$ cat src/periodic_interval_timer_regs_assert.svh
// ----------------------------------------------------------------------------
// Periodic interval timer - assertion macros
// Concurrent checks on clk_i, with and without the reset qualifier.
// ----------------------------------------------------------------------------
`ifndef PERIODIC_INTERVAL_TIMER_REGS_ASSERT_SVH
`define PERIODIC_INTERVAL_TIMER_REGS_ASSERT_SVH

// check that is off while rst_ni is low
`define PIT_ASSERT(lbl, prop, msg) \
  lbl: assert property (@(posedge clk_i) disable iff (!rst_ni) (prop)) else $error(msg);

// check that also holds during reset
`define PIT_ASSERT_ALWAYS(lbl, prop, msg) \
  lbl: assert property (@(posedge clk_i) (prop)) else $error(msg);

`endif

$ cat src/pit_pkg.sv
// ----------------------------------------------------------------------------
// pit_pkg
// Types, codes and constants of the periodic interval timer.
// ----------------------------------------------------------------------------
package pit_pkg;

  localparam int unsigned CLOCK_HZ_DEFAULT = 3686400;

  localparam int unsigned OP_W   = 3;
  localparam int unsigned OFF_W  = 8;
  localparam int unsigned WORD_W = 32;
  localparam int unsigned SLOT_W = OFF_W - 2;

  // control word mode field
  localparam int unsigned MODE_HI = 11;
  localparam int unsigned MODE_LO = 10;

  typedef enum logic [OP_W-1:0] {
    OP_TICK       = 3'd0,
    OP_READ_WORD  = 3'd1,
    OP_READ_HALF  = 3'd2,
    OP_WRITE_WORD = 3'd3,
    OP_WRITE_HALF = 3'd4
  } pit_op_e;

  typedef enum logic [1:0] {
    MODE_OFF  = 2'd0,
    MODE_10MS = 2'd1,
    MODE_25MS = 2'd2,
    MODE_1MS  = 2'd3
  } pit_mode_e;

  typedef enum logic [1:0] {
    FAULT_NONE  = 2'd0,
    FAULT_SLOT  = 2'd1,
    FAULT_CDOWN = 2'd2,
    FAULT_HALF  = 2'd3
  } pit_fault_e;

  localparam logic [SLOT_W-1:0] SLOT_CTRL  = SLOT_W'(0);
  localparam logic [SLOT_W-1:0] SLOT_STAT  = SLOT_W'(1);
  localparam logic [SLOT_W-1:0] SLOT_CDOWN = SLOT_W'(2);
  localparam logic [SLOT_W-1:0] NUM_SLOTS  = SLOT_W'(3);

  typedef struct packed {
    logic [OP_W-1:0]   op;
    logic [OFF_W-1:0]  off;
    logic [WORD_W-1:0] val;
  } pit_req_t;

  typedef struct packed {
    logic [1:0]        fault;
    logic              irq;
    logic [WORD_W-1:0] data;
  } pit_rsp_t;

  typedef struct packed {
    logic mode_off;
    logic elapsed_zero;
  } pit_stat_t;

endpackage

$ cat src/pit_in_stage.sv
// ----------------------------------------------------------------------------
// pit_in_stage
// Input register: holds one request until the core takes it.
// ----------------------------------------------------------------------------
module pit_in_stage (
  input  logic              clk_i,
  input  logic              rst_ni,
  input  logic              vld_i,
  output logic              rdy_o,
  input  pit_pkg::pit_req_t req_i,
  output logic              vld_o,
  input  logic              adv_i,
  output pit_pkg::pit_req_t req_o
);
  import pit_pkg::*;

  logic     vld_q, vld_d;
  pit_req_t req_q;
  logic     load;

  assign rdy_o = !vld_q || adv_i;
  assign load  = vld_i && rdy_o;
  assign vld_d = load ? 1'b1 : (adv_i ? 1'b0 : vld_q);

  always_ff @(posedge clk_i or negedge rst_ni) begin
    if (!rst_ni) begin
      vld_q <= 1'b0;
    end else begin
      vld_q <= vld_d;
    end
  end

  always_ff @(posedge clk_i) begin
    if (load) begin
      req_q <= req_i;
    end
  end

  assign vld_o = vld_q;
  assign req_o = req_q;

endmodule

$ cat src/pit_core.sv
// ----------------------------------------------------------------------------
// pit_core
// Register file, period counter and result register.
// ----------------------------------------------------------------------------
module pit_core #(
  parameter int unsigned ClockHz = pit_pkg::CLOCK_HZ_DEFAULT
) (
  input  logic               clk_i,
  input  logic               rst_ni,
  input  logic               vld_i,
  input  pit_pkg::pit_req_t  req_i,
  output logic               adv_o,
  output logic               vld_o,
  input  logic               rdy_i,
  output pit_pkg::pit_rsp_t  rsp_o,
  output pit_pkg::pit_stat_t stat_o
);
  import pit_pkg::*;

  localparam longint unsigned Per1  = (longint'(ClockHz) * 1)  / 1000;
  localparam longint unsigned Per10 = (longint'(ClockHz) * 10) / 1000;
  localparam longint unsigned Per25 = (longint'(ClockHz) * 25) / 1000;
  localparam int unsigned     PerW  = $clog2(Per25 + 1);

  logic [WORD_W-1:0] ctrl_q, ctrl_d;
  logic              fired_q, fired_d;
  logic [PerW-1:0]   el_q, el_d;
  logic              out_vld_q;
  pit_rsp_t          rsp_q, rsp_d;

  logic              fire;
  logic [1:0]        mode;
  logic [PerW-1:0]   period;
  logic [PerW:0]     el_inc;
  logic [PerW-1:0]   cdown;
  logic [SLOT_W-1:0] slot;
  logic              slot_ok;
  logic [WORD_W-1:0] word;

  assign adv_o = !out_vld_q || rdy_i;
  assign fire  = vld_i && adv_o;

  assign mode = ctrl_q[MODE_HI:MODE_LO];
  always_comb begin
    case (mode)
      MODE_10MS: period = PerW'(Per10);
      MODE_25MS: period = PerW'(Per25);
      MODE_1MS:  period = PerW'(Per1);
      default:   period = '0;
    endcase
  end

  assign el_inc = {1'b0, el_q} + (PerW+1)'(1);
  assign cdown  = (period == '0 || el_q >= period) ? '0 : period - el_q;

  assign slot    = req_i.off[OFF_W-1:2];
  assign slot_ok = slot < NUM_SLOTS;

  always_comb begin
    if (slot == SLOT_CTRL) begin
      word = ctrl_q;
    end else if (slot == SLOT_STAT) begin
      word = {{(WORD_W-1){1'b0}}, fired_q};
    end else begin
      word = WORD_W'(cdown);
    end
  end

  always_comb begin
    ctrl_d  = ctrl_q;
    fired_d = fired_q;
    el_d    = el_q;
    rsp_d.data  = '0;
    rsp_d.fault = FAULT_NONE;
    case (req_i.op)
      OP_TICK: begin
        if (period == '0) begin
          el_d = '0;
        end else if (el_inc >= {1'b0, period}) begin
          el_d    = '0;
          fired_d = 1'b1;
        end else begin
          el_d = el_inc[PerW-1:0];
        end
      end
      OP_READ_WORD: begin
        if (!slot_ok) begin
          rsp_d.fault = FAULT_SLOT;
        end else begin
          rsp_d.data = word;
        end
      end
      OP_READ_HALF: begin
        if (!slot_ok) begin
          rsp_d.fault = FAULT_SLOT;
        end else if (req_i.off[1]) begin
          rsp_d.data = {16'h0, word[31:16]};
        end else begin
          rsp_d.data = {16'h0, word[15:0]};
        end
      end
      OP_WRITE_WORD: begin
        if (!slot_ok) begin
          rsp_d.fault = FAULT_SLOT;
        end else if (slot == SLOT_CTRL) begin
          if (mode != req_i.val[MODE_HI:MODE_LO]) begin
            el_d = '0;
          end
          ctrl_d = req_i.val;
        end else if (slot == SLOT_STAT) begin
          fired_d = fired_q & ~req_i.val[0];
        end else begin
          rsp_d.fault = FAULT_CDOWN;
        end
      end
      OP_WRITE_HALF: rsp_d.fault = FAULT_HALF;
      default: ;
    endcase
    rsp_d.irq = fired_d;
  end

  always_ff @(posedge clk_i or negedge rst_ni) begin
    if (!rst_ni) begin
      ctrl_q    <= '0;
      fired_q   <= 1'b0;
      el_q      <= '0;
      out_vld_q <= 1'b0;
    end else begin
      if (fire) begin
        ctrl_q  <= ctrl_d;
        fired_q <= fired_d;
        el_q    <= el_d;
      end
      if (adv_o) begin
        out_vld_q <= vld_i;
      end
    end
  end

  always_ff @(posedge clk_i) begin
    if (fire) begin
      rsp_q <= rsp_d;
    end
  end

  assign vld_o = out_vld_q;
  assign rsp_o = rsp_q;
  assign stat_o.mode_off     = (mode == MODE_OFF);
  assign stat_o.elapsed_zero = (el_q == '0);

endmodule

$ cat src/periodic_interval_timer_regs.sv
// Path: a request passes the input register, then the result register, before its result handshake.
// Throughput: one request per cycle while the result side keeps up; registers and counter update as each is taken.
// A waiting result stalls the input only once the input register is also full.
// Reset (rst_ni low, asynchronous): control word, status, elapsed count and all valid flags cleared.
// ----------------------------------------------------------------------------
// periodic_interval_timer_regs
// Periodic interval timer with control, status and countdown registers.
// ----------------------------------------------------------------------------
module periodic_interval_timer_regs #(
  parameter int unsigned CLOCK_HZ = pit_pkg::CLOCK_HZ_DEFAULT
) (
  input  logic        clk_i,
  input  logic        rst_ni,
  input  logic        s_axis_tvalid,
  output logic        s_axis_tready,
  input  logic [39:0] s_axis_tdata,  // [7:0] byte_offset, [39:8] write_value
  input  logic [2:0]  s_axis_tuser,  // [2:0] operation
  output logic        m_axis_tvalid,
  input  logic        m_axis_tready,
  output logic [39:0] m_axis_tdata   // [31:0] read_data, [32] irq_level, [34:33] fault, rest 0
);
  import pit_pkg::*;

  pit_req_t  s_req;      // request as it arrives
  pit_req_t  core_req;   // request held in the input register
  pit_rsp_t  rsp;
  pit_stat_t stat;
  logic      core_vld;
  logic      core_adv;

  assign s_req.op  = s_axis_tuser;
  assign s_req.off = s_axis_tdata[7:0];
  assign s_req.val = s_axis_tdata[39:8];

  // stage 1: input register, free whenever the core can move on
  pit_in_stage u_in (
    .clk_i  (clk_i),
    .rst_ni (rst_ni),
    .vld_i  (s_axis_tvalid),
    .rdy_o  (s_axis_tready),
    .req_i  (s_req),
    .vld_o  (core_vld),
    .adv_i  (core_adv),
    .req_o  (core_req)
  );

  // stage 2: register update, period count and result register
  pit_core #(
    .ClockHz (CLOCK_HZ)
  ) u_core (
    .clk_i  (clk_i),
    .rst_ni (rst_ni),
    .vld_i  (core_vld),
    .req_i  (core_req),
    .adv_o  (core_adv),
    .vld_o  (m_axis_tvalid),
    .rdy_i  (m_axis_tready),
    .rsp_o  (rsp),
    .stat_o (stat)
  );

  assign m_axis_tdata = {5'b0, rsp.fault, rsp.irq, rsp.data};

`include "periodic_interval_timer_regs_assert.svh"

  // a faulted request never returns data
  `PIT_ASSERT(a_fault_no_data, (m_axis_tvalid && (m_axis_tdata[34:33] != FAULT_NONE)) |-> (m_axis_tdata[31:0] == 32'h0), "faulted request carries read data")

  // the count sits at zero while the timer is off
  `PIT_ASSERT_ALWAYS(a_off_idle, stat.mode_off |-> stat.elapsed_zero, "elapsed count moves while timer is off")

  // input only stalls when both stages are full
  `PIT_ASSERT(a_stall_full, !s_axis_tready |-> (core_vld && m_axis_tvalid && !m_axis_tready), "input stalled with room in the pipe")

endmodule

$ cat config.mk
export PLATFORM = sky130hd
export DESIGN_NAME = periodic_interval_timer_regs
export DESIGN_NICKNAME = d
export VERILOG_FILES = /design/src/pit_pkg.sv /design/src/pit_in_stage.sv /design/src/pit_core.sv /design/src/periodic_interval_timer_regs.sv
export VERILOG_INCLUDE_DIRS = /design/src /design/src/src
export SDC_FILE = /design/constraint.sdc
export NUM_CORES = 1
export LEC_CHECK = 0
export BUFFER_PORTS_ARGS = -buffer_cell sky130_fd_sc_hd__clkbuf_2
export CAP_MARGIN = 15
export CORE_ASPECT_RATIO = 1.75
export CORE_MARGIN = 3
export CORE_UTILIZATION = 55
export DETAILED_ROUTE_END_ITERATION = 7
export HOLD_SLACK_MARGIN = 0.1
export PLACE_DENSITY = 0.87
export REMOVE_ABC_BUFFERS = 1
export SYNTH_ARGS = -nofsm -noshare
export SYNTH_HDL_FRONTEND = slang
export SYNTH_SLANG_ARGS = --single-unit
$ cat constraint.sdc
create_clock -name clk_i -period 3.7 [get_ports clk_i]
set_input_delay 0.37 -clock clk_i [delete_from_list [all_inputs] [get_ports clk_i]]
set_output_delay 0.37 -clock clk_i [all_outputs]
set_load 0.02 [all_outputs]
==> impl_metrics.ini, run 1 <==
[outcome]
status = complete, no violations

[yosys]
synth.area.top_cells = edfxtp_1 (35%), dfrtp_1 (19%), mux2_2 (5.1%), a21oi_1 (3.6%), xnor2_1 (3.4%)
yosys.area_share.simple_pct = 15.1
ys.flop_type = edfxtp_1
synth_top_family_by_area = simple AND/OR/NAND/NOR gates
synth_fa_ha_area_share_pct = 2.81
synth-seq-cells = 129
synthArstFlopShare_pct = 40.3
synth_compound_area_share_pct = 13.8
synth_edf_count = 77
synth_area_mm2 = 0.00668
avgSynthCellArea_um2 = 11.3
syn_inst = 591
yosysSeqAreaShare_pct = 54.1
synthDistinctLibCells = 72
synth_xor_area_share_pct = 4.20
ys.warnings.count = 0
synth_mux_area_share_pct = 5.53
yosys.area.top_type = edfxtp_1
yosysTopAreaCellShare_pct = 34.6

[power]
vdd_ir_drop_max_mv = 0.394
power.total_uw = 4020
p_comb_share_pct = 16.6
pwr-share-clk_pct = 42.0
p_sw_uw = 1120
power_density_mw_per_mm2 = 509
p_int_uw = 2900
seqPwrFrac_pct = 41.4
p_leak_uw = 0.00330
swShare_pct = 27.9

[final_layout]
fin_nets = 753
syn_to_final_growth_pct = 18.4
finish.utilization_pct = 67.5
fin_area_mm2 = 0.00791
insertedDiodeCount = 0
drive_above_1_share_pct = 28.7
nFillCells = 820

[setup_path]
critical_path_class = reg -> reg
crit_start = u_core.el_q[1]
critPathRequiredTime_ps = 4000
reg2reg_from = u_core.el_q[1]
start_kind = flop
end_kind = flop
path_max_fanout = 10
cp_data_arrival_time_ps = 3760
rrSetupSlack_ps = 240
regToRegEndpoint = u_core.el_q[9]
r2r_cells = 14

[detailed_routing]
drt-initial-drc-count = 467
via_per_inst = 6.17
postRouteAntennaNets = 0
drc = 0
routed_wl_mm = 16.5
vias = 5177
wire_per_inst_um = 19.6
dr.pass1.iters = 6

[worst_hold_path]
hold_depth = 1
min-delay-start = s_axis_tdata[31]
hold_class = in -> reg
hold_end = u_in.req_o[23]

[global_routing]
grt-ovfl-total = 0
grt_pass1_vias = 5298
antenna_found_initial = 0
gr-usage-all-layers_pct = 25.9
grt_max_degree = 43
grt_pass1_wl_mm = 26.4

[cts]
clock_path_buffers = 2
cts_setup_buffers = 0
cts_hold_buf = 1
ctsResizeCount = 0
clkSlewWorstSetupHoldPaths_ps = 60
cts_tree = built
cts_root_buffer = clkbuf_16
clk_latency_ps = 420
htreeDepth = 4
cts_sinks = 129
cts_buffers = 17

[job]
drv_cap = 0

[die]
die_w_um = 89.3
core-area_mm2 = 0.0117
initial_core_util_pct = 57.0
ioPinCount = 89
die_h_um = 152
rows = 52
die_area_mm2 = 0.0136

[timing]
max_freq_mhz = 289
final_hold_viol_count = 0
fin_tns_setup_ps = 0
relSlewSlack_pct = 36.1
setup_violations = 0
tightest_slew_ps = 959
maxSlewViolCount = 0
clock-skew-final_ps = 12.5
fin_crit_sh_pct = 93.4
setup_ws_ps = 244
rsz0062_at_grt = false
period_minus_slack_ps = 3460

[place]
gp_congestion = 0.960
place_area_mm2 = 0.00730
port_buffers = 82
hpwl_mm = 11.8
preCtsSetupSlack_ps = 251
-- cell type report --
class                           instances  area [µm²]  area share [%]
Tap cell                              135         169            2.14
Clock inverter                         14         168            2.12
Inverter                               13        48.8           0.617
Sequential cell                       129        3610            45.7
Timing Repair Buffer                  120         698            8.83
Multi-Input combinational cell        410        2780            35.2
Clock buffer                           18         429            5.43
-- power by group through the flow --
stage / Combinational (µW) / Sequential (µW) / Clock [µW]
2_1_floorplan: 391 / 1740 / 0
3_3_place_gp: 634 / 1690 / 0
3_5_place_dp: 656 / 1690 / 0
4_1_cts: 667 / 1670 / 1720
5_1_grt: 728 / 1680 / 1780
6_report: 669 / 1670 / 1690
-- routing by layer --
metal,vias up,GRT usage [%],routed length (µm)
met3,74,5.03,822
met2,236,46.1,9080
met1,2511,28.6,5800
met5,-,0,0
li1,2356,-,-
met4,0,13.3,769
-- cell families after synthesis --
group / count (synthesis)
xor+xnor: 32
buf+inv: 56
compound gates: 132
flops: 129
fa+ha+maj: 15
mux: 33
other cells: 1
simple gates: 193
-- cell usage in the layout (no fill, tap or decap), types with 12 or more instances in the layout --
cell type,Yosys,final
ha_1,15,15
o21ai_0,19,19
edfxtp_1,77,77
clkbuf_2,0,82
xnor2_1,26,26
buf_4,13,37
mux2_2,30,30
nand2_1,46,46
nor2_1,49,49
dfrtp_1,52,52
a21oi_1,48,48
and2_1,22,21
clkbuf_16,0,17
inv_1,12,12
-- synth_stat cells, drive strengths merged (3+ instances only) --
library cell	count
inv	12
a211o	3
a21oi	51
nor2b	4
and2	22
nor3	12
o31ai	5
xnor2	26
buf	30
mux2	31
ha	15
and3b	3
nand3	10
a21o	3
nand2	46
nand4	8
a211oi	7
a41oi	3
dfrtp	52
and3	6
or2	5
o41ai	3
nor2	49
or4	5
nand2b	11
a32o	6
edfxtp	77
o211ai	4
clkbuf	13
o21ai	25
xor2	6
or3	4
o22ai	4
-- state kept, by name (all words and copies together), names as in the netlist --
name / cells
u_core.ctrl_q: 32
u_core.el_q: 17
u_core.fired_q: 1
u_core.rsp_o: 35
u_core.vld_o: 1
u_in.vld_o: 1
u_in.req_o: 42
-- how the worst max path moves through the flow --
| stage | cells after the start | to |
|---|---|---|
| floorplan | 11 | u_core.el_q[12] |
| global route | 14 | u_core.el_q[9] |
| detailed placement | 16 | u_core.el_q[3] |
| CTS | 16 | u_core.el_q[3] |
| global placement | 16 | u_core.el_q[8] |
| finish | 14 | u_core.el_q[9] |
-- metrics by stage --
step	hold WS, ps	std cells
6_report	124	839
5_1_grt	108	839
4_1_cts	115	839
3_5_place_dp	461	806
3_3_place_gp	441	806
2_1_floorplan	74.4	552
-- critical path, stage by stage (launching register included) --
cell,delay [ps]
dfrtp_1,350
buf_4,180
nand3_4,140
nor4_1,300
buf_4,190
nand4_1,110
xnor2_1,280
ha_1,310
a211oi_1,300
a41oi_2,220
a211oi_2,280
nand2_1,110
buf_4,190
buf_4,150
o31ai_1,230
Power figures use the tool's default switching activity.
==> run 2, diff against run 1 <==
CORE_ASPECT_RATIO = default   (was 1.75)
==> run 2 against run 1 <==
- final cell count up 0.83%
- worst setup slack improved by 20 ps
- sequential share of layout area about the same
- largest cell class unchanged
- largest power group is now sequential cells
==> impl_metrics.ini, run 2 (same netlist as run 1, synthesis figures left out) <==
[setup_path]
slowest_stage = dfrtp_1
critPathMostFrequentCell = buf_4
crit_buf_inv = 3
worstPathCellList = buf_4 > nand3_4 > nor4_1 > buf_4 > nand2_1 > xnor2_1 > ha_1 > nand4_1 > nor3_1 > o41ai_2 > a41oi_2 > o21ai_1 > nand2_1 > buf_4 > a21oi_1 > a21o_1
critPathRequiredTime_ps = 4010
path_max_fanout = 10
crit_family = simple AND/OR/NAND/NOR gates
start_kind = flop
critPathMaxStageDelay_ps = 350
critical_path_class = reg -> reg
cp_data_arrival_time_ps = 3750
end_kind = flop

[timing]
setup_ws_ps = 264
maxSlewViolCount = 0
fin_tns_setup_ps = 0
fin_crit_sh_pct = 92.9
setup_violations = 0
tightest_slew_ps = 976
relSlewSlack_pct = 35.0
final_hold_viol_count = 0
rsz0062_at_grt = false
max_freq_mhz = 291
clock-skew-final_ps = 5.90
period_minus_slack_ps = 3440

[worst_hold_path]
hold_class = in -> reg

[power]
p_leak_uw = 0.00330
power_density_mw_per_mm2 = 505
vdd_ir_drop_max_mv = 0.417

[place]
hpwl_mm = 11.0
preCtsSetupSlack_ps = 321
gp_congestion = 0.894
dp.cells = 813
port_buffers = 82

[outcome]
status = complete, no violations

[final_layout]
finish.utilization_pct = 67.9
fin_cells = 846
largest_reg_flops = 42
final_cell_mix = clkbuf_2 (82), edfxtp_1 (77), dfrtp_1 (51), nor2_1 (49), a21oi_1 (48)
fin_nets = 752
insertedDiodeCount = 0
nFillCells = 841
syn_to_final_growth_pct = 18.5
final_common_cell = clkbuf_2
drive_above_1_share_pct = 28.0

[global_routing]
grt_most_used_layer = met2
grt_pass1_wl_mm = 25.3
grtUsageMet3_pct = 6.53
antenna_found_initial = 0
grt-ovfl-total = 0
gr-usage-met2_pct = 42.1
grt_pass1_vias = 5253
met1_usage_pct = 28.9
gr-usage-all-layers_pct = 24.5
grt_max_degree = 43

[cts]
cts_root_buffer = clkbuf_16
cts_buffers = 17
cts_tree = built
cts_setup_buffers = 0
clkSlewWorstSetupHoldPaths_ps = 50
clk_latency_ps = 420
cts_sinks = 129
htreeDepth = 4
clock_path_buffers = 2

[die]
initial_core_util_pct = 57.3
die_area_mm2 = 0.0135
ioPinCount = 89
die_h_um = 116
rows = 39
die_w_um = 116
core-area_mm2 = 0.0117

[detailed_routing]
drc = 0
postRouteAntennaNets = 0
drt-initial-drc-count = 489
routed_wl_mm = 15.9
dr.pass1.iters = 6
vias = 5134
wire_per_inst_um = 18.8
via_per_inst = 6.07

[job]
drv_cap = 0
==> run 2: changes by cell type in the layout (fill, tap and decap cells not counted) <==
cell / previous run / this run
clkinv_2: 0 / 1
buf_4: 37 / 35
clkbuf_1: 1 / 5
dfrtp_2: 0 / 1
clkinv_1: 1 / 2
clkbuf_8: 0 / 5
inv_8: 2 / 0
buf_12: 0 / 1
dfrtp_1: 52 / 51
clkinvlp_4: 2 / 1
inv_6: 6 / 0
clkinv_4: 2 / 0
==> run 2: worst reg2reg max path: cells and delay by family, from the launching register on <==
kind | cells | cell delay [ps]
AO/OA/AOI/OAI | 5 | 870
XOR/XNOR | 1 | 160
adder cells (fa/ha/maj) | 1 | 340
buffers and inverters | 3 | 550
flip-flops | 1 | 350
AND/OR/NAND/NOR | 6 | 1080
==> run 2: repair_timing <==
action | 4_1_cts | 5_1_grt
hold buffers | 1 | 0
hold endpoints to repair | 31 | 0
resized for setup | 0 | 1
setup endpoints to repair | 0 | 4
==> run 2: per-layer routing <==
| layer | share of wire [%] | routed length (µm) | vias up |
|---|---|---|---|
| met5 | 0 | 0 | - |
| met4 | 2.9 | 453 | 0 |
| met3 | 6.7 | 1060 | 49 |
| met1 | 39 | 6270 | 2481 |
| li1 | - | - | 2353 |
| met2 | 51 | 8100 | 251 |
==> run 2: path summary, 6_finish.rpt <==
path	startpoint	to	slack, ps	depth (start not counted)
worst max-delay path	u_core.el_q[1]	u_core.el_q[5]	260	16
worst min-delay path	s_axis_tuser[1]	u_in.req_o[41]	130	1
worst max register to register	u_core.el_q[1]	u_core.el_q[5]	260	16
worst min register to register	u_in.req_o[29]	u_core.ctrl_q[29]	460	1
max in group asynchronous	rst_ni	u_core.ctrl_q[2]	2290	3
min in group asynchronous	rst_ni	u_core.fired_q	600	2
==> run 2: report_power, final <==
group | leakage, µW | switching (µW) | total [µW] | internal, µW
clock | 0.000285 | 579 | 1660 | 1080
combinational | 0.00156 | 397 | 664 | 267
sequential | 0.00145 | 52.4 | 1680 | 1620
total | 0.00330 | 1030 | 4000 | 2970
==> run 2: final cells by class <==
class / count / area, µm² / share of cell area, %
inverters: 13 / 48.8 / 0.616
flip-flops and latches: 129 / 3610 / 45.7
repair buffers: 119 / 703 / 8.88
clock inverters: 5 / 76.3 / 0.964
clock buffers: 27 / 513 / 6.48
well taps: 143 / 179 / 2.26
multi-input cells: 410 / 2780 / 35.1
==> run 2: through the flow <==
step                      total power, µW  hold slack (ps)  instance area (µm²)
after CTS                            4010              110                 7920
after global routing                 4160              107                 7920
after floorplan                      2130             74.4                 6440
after detailed placement             2340              456                 7320
after global placement               2320              445                 7320
final                                4000              126                 7920
==> run 3, diff against run 2 <==
RECOVER_POWER = 25   (was default)
==> run 3 against run 2 <==
- the run now ends with capacitance limit, slew limit left
- clock skew is 0.80 ps higher
- sequential share of layout area is essentially flat
- sequential cell count stayed put
- final cell count unchanged
- non-clock buffer count did not move
- total power hardly changed
- combinational power barely moved
- wire length unchanged
- first-iteration DRC count unchanged
- global-route usage did not move
- utilization barely moved
- worst setup slack improved by 1.0 ps
- critical endpoint unchanged
==> impl_metrics.ini, run 3 (same netlist as run 1, synthesis figures left out) <==
[final_layout]
insertedDiodeCount = 0
syn_to_final_growth_pct = 18.5
drive_above_1_share_pct = 27.9
final_cell_mix = clkbuf_2 (81), edfxtp_1 (77), dfrtp_1 (51), nor2_1 (49), a21oi_1 (48)
largest_reg_flops = 42
fin_nets = 752
nFillCells = 842
finish.utilization_pct = 67.9
final_common_cell = clkbuf_2

[cts]
cts_setup_buffers = 0
clock_path_buffers = 2
cts_tree = built
clkSlewWorstSetupHoldPaths_ps = 50
cts_sinks = 129
cts_buffers = 17
htreeDepth = 4
cts_root_buffer = clkbuf_16
clk_latency_ps = 420

[global_routing]
gr-usage-all-layers_pct = 24.5
grt_pass1_vias = 5253
grt_max_degree = 43
antenna_found_initial = 0
grt-ovfl-total = 0
grt_pass1_wl_mm = 25.3

[die]
die_area_mm2 = 0.0135
die_w_um = 116
initial_core_util_pct = 57.3
rows = 39
core-area_mm2 = 0.0117
ioPinCount = 89
die_h_um = 116

[setup_path]
critPathRequiredTime_ps = 4010
end_kind = flop
crit_buf_inv = 3
cp_data_arrival_time_ps = 3750
path_depth = 16
critPathMostFrequentCell = buf_4
regToRegEndpoint = u_core.el_q[5]
critPathMaxStageDelay_ps = 350
worstPathCellList = buf_4 > nand3_4 > nor4_1 > buf_4 > nand2_1 > xnor2_1 > ha_1 > nand4_1 > nor3_1 > o41ai_2 > a41oi_2 > o21ai_1 > nand2_1 > buf_4 > a21oi_1 > a21o_1
start_kind = flop
rrSetupSlack_ps = 270
reg2reg_from = u_core.el_q[1]
path_max_fanout = 10
r2r_cells = 16
critical_path_class = reg -> reg
slowest_stage = dfrtp_1
crit_family = simple AND/OR/NAND/NOR gates

[detailed_routing]
wire_per_inst_um = 18.8
dr.pass1.iters = 6
vias = 5125
via_per_inst = 6.06
drc = 0
routed_wl_mm = 15.9
postRouteAntennaNets = 0
drt-initial-drc-count = 489

[timing]
clock-skew-final_ps = 6.70
period_minus_slack_ps = 3430
setup_violations = 0
relSlewSlack_pct = -22.8
maxSlewViolCount = 33
fin_tns_setup_ps = 0
final_hold_viol_count = 0
setup_ws_ps = 265
fin_crit_sh_pct = 92.8
tightest_slew_ps = 1840
rsz0062_at_grt = false
max_freq_mhz = 291
fin_hold_ws_ps = 125

[power]
vdd_ir_drop_max_mv = 0.417
p_comb_share_pct = 16.6
p_leak_uw = 0.00329
seqPwrFrac_pct = 41.9
power_density_mw_per_mm2 = 505
pwr-share-clk_pct = 41.5
p_int_uw = 2970
swShare_pct = 25.8
power.total_uw = 4000
p_sw_uw = 1030

[place]
gp_congestion = 0.894
port_buffers = 82
preCtsSetupSlack_ps = 321
hpwl_mm = 11.0

[job]
drv_cap = 1

[worst_hold_path]
hold_end = u_in.req_o[41]
hold_depth = 1
min-delay-start = s_axis_tuser[1]
hold_class = in -> reg

[outcome]
violations = capacitance limit, slew limit
status = finished, violations left
## run 3: power groups by stage
stage	Combinational (µW)	Sequential, µW	Clock (µW)
detailed placement	645	1700	0
global placement	624	1690	0
CTS	661	1670	1670
finish	664	1680	1660
floorplan	391	1740	0
global route	724	1680	1750
## run 3: worst max path at each step
stage	start	end	slack (ps)
CTS	u_core.el_q[2]	u_core.el_q[5]	250
finish	u_core.el_q[1]	u_core.el_q[5]	270
detailed placement	u_core.el_q[2]	u_core.el_q[5]	320
global placement	u_core.el_q[2]	u_core.el_q[5]	340
global route	u_core.el_q[1]	u_core.el_q[7]	10
floorplan	u_core.ctrl_q[10]	u_core.el_q[12]	90
## run 3: repair_timing
action                                 in CTS  in global routing
hold buffers                                1                  0
gates resized for setup                     0                  1
endpoints found under the hold margin      31                  0
setup endpoints to repair                   0                  4
## run 3: per-stage QoR
stage,cells,cell area [µm²]
2_1_floorplan,552,6440
3_3_place_gp,813,7320
3_5_place_dp,813,7320
4_1_cts,846,7920
5_1_grt,846,7920
6_report,846,7920
## run 3: final cells by class
cell class                 count  area, µm²  share of cell area [%]
multi-input combinational    410       2780                    35.2
tap                          143        179                    2.26
sequential                   129       3610                    45.7
timing repair buffer         119        702                    8.87
clock inverter                 5       76.3                   0.964
inverter                      13       48.8                   0.616
clock buffer                  27        513                    6.48
## run 3: layer usage
metal  GRT usage, %  part of all wire [%]  vias to the layer above
met5              0                     0                        -
met4           11.1                   2.8                        0
met3           6.53                   6.7                       47
met2           42.1                    51                      253
met1           28.9                    40                     2473
li1               -                     -                     2352
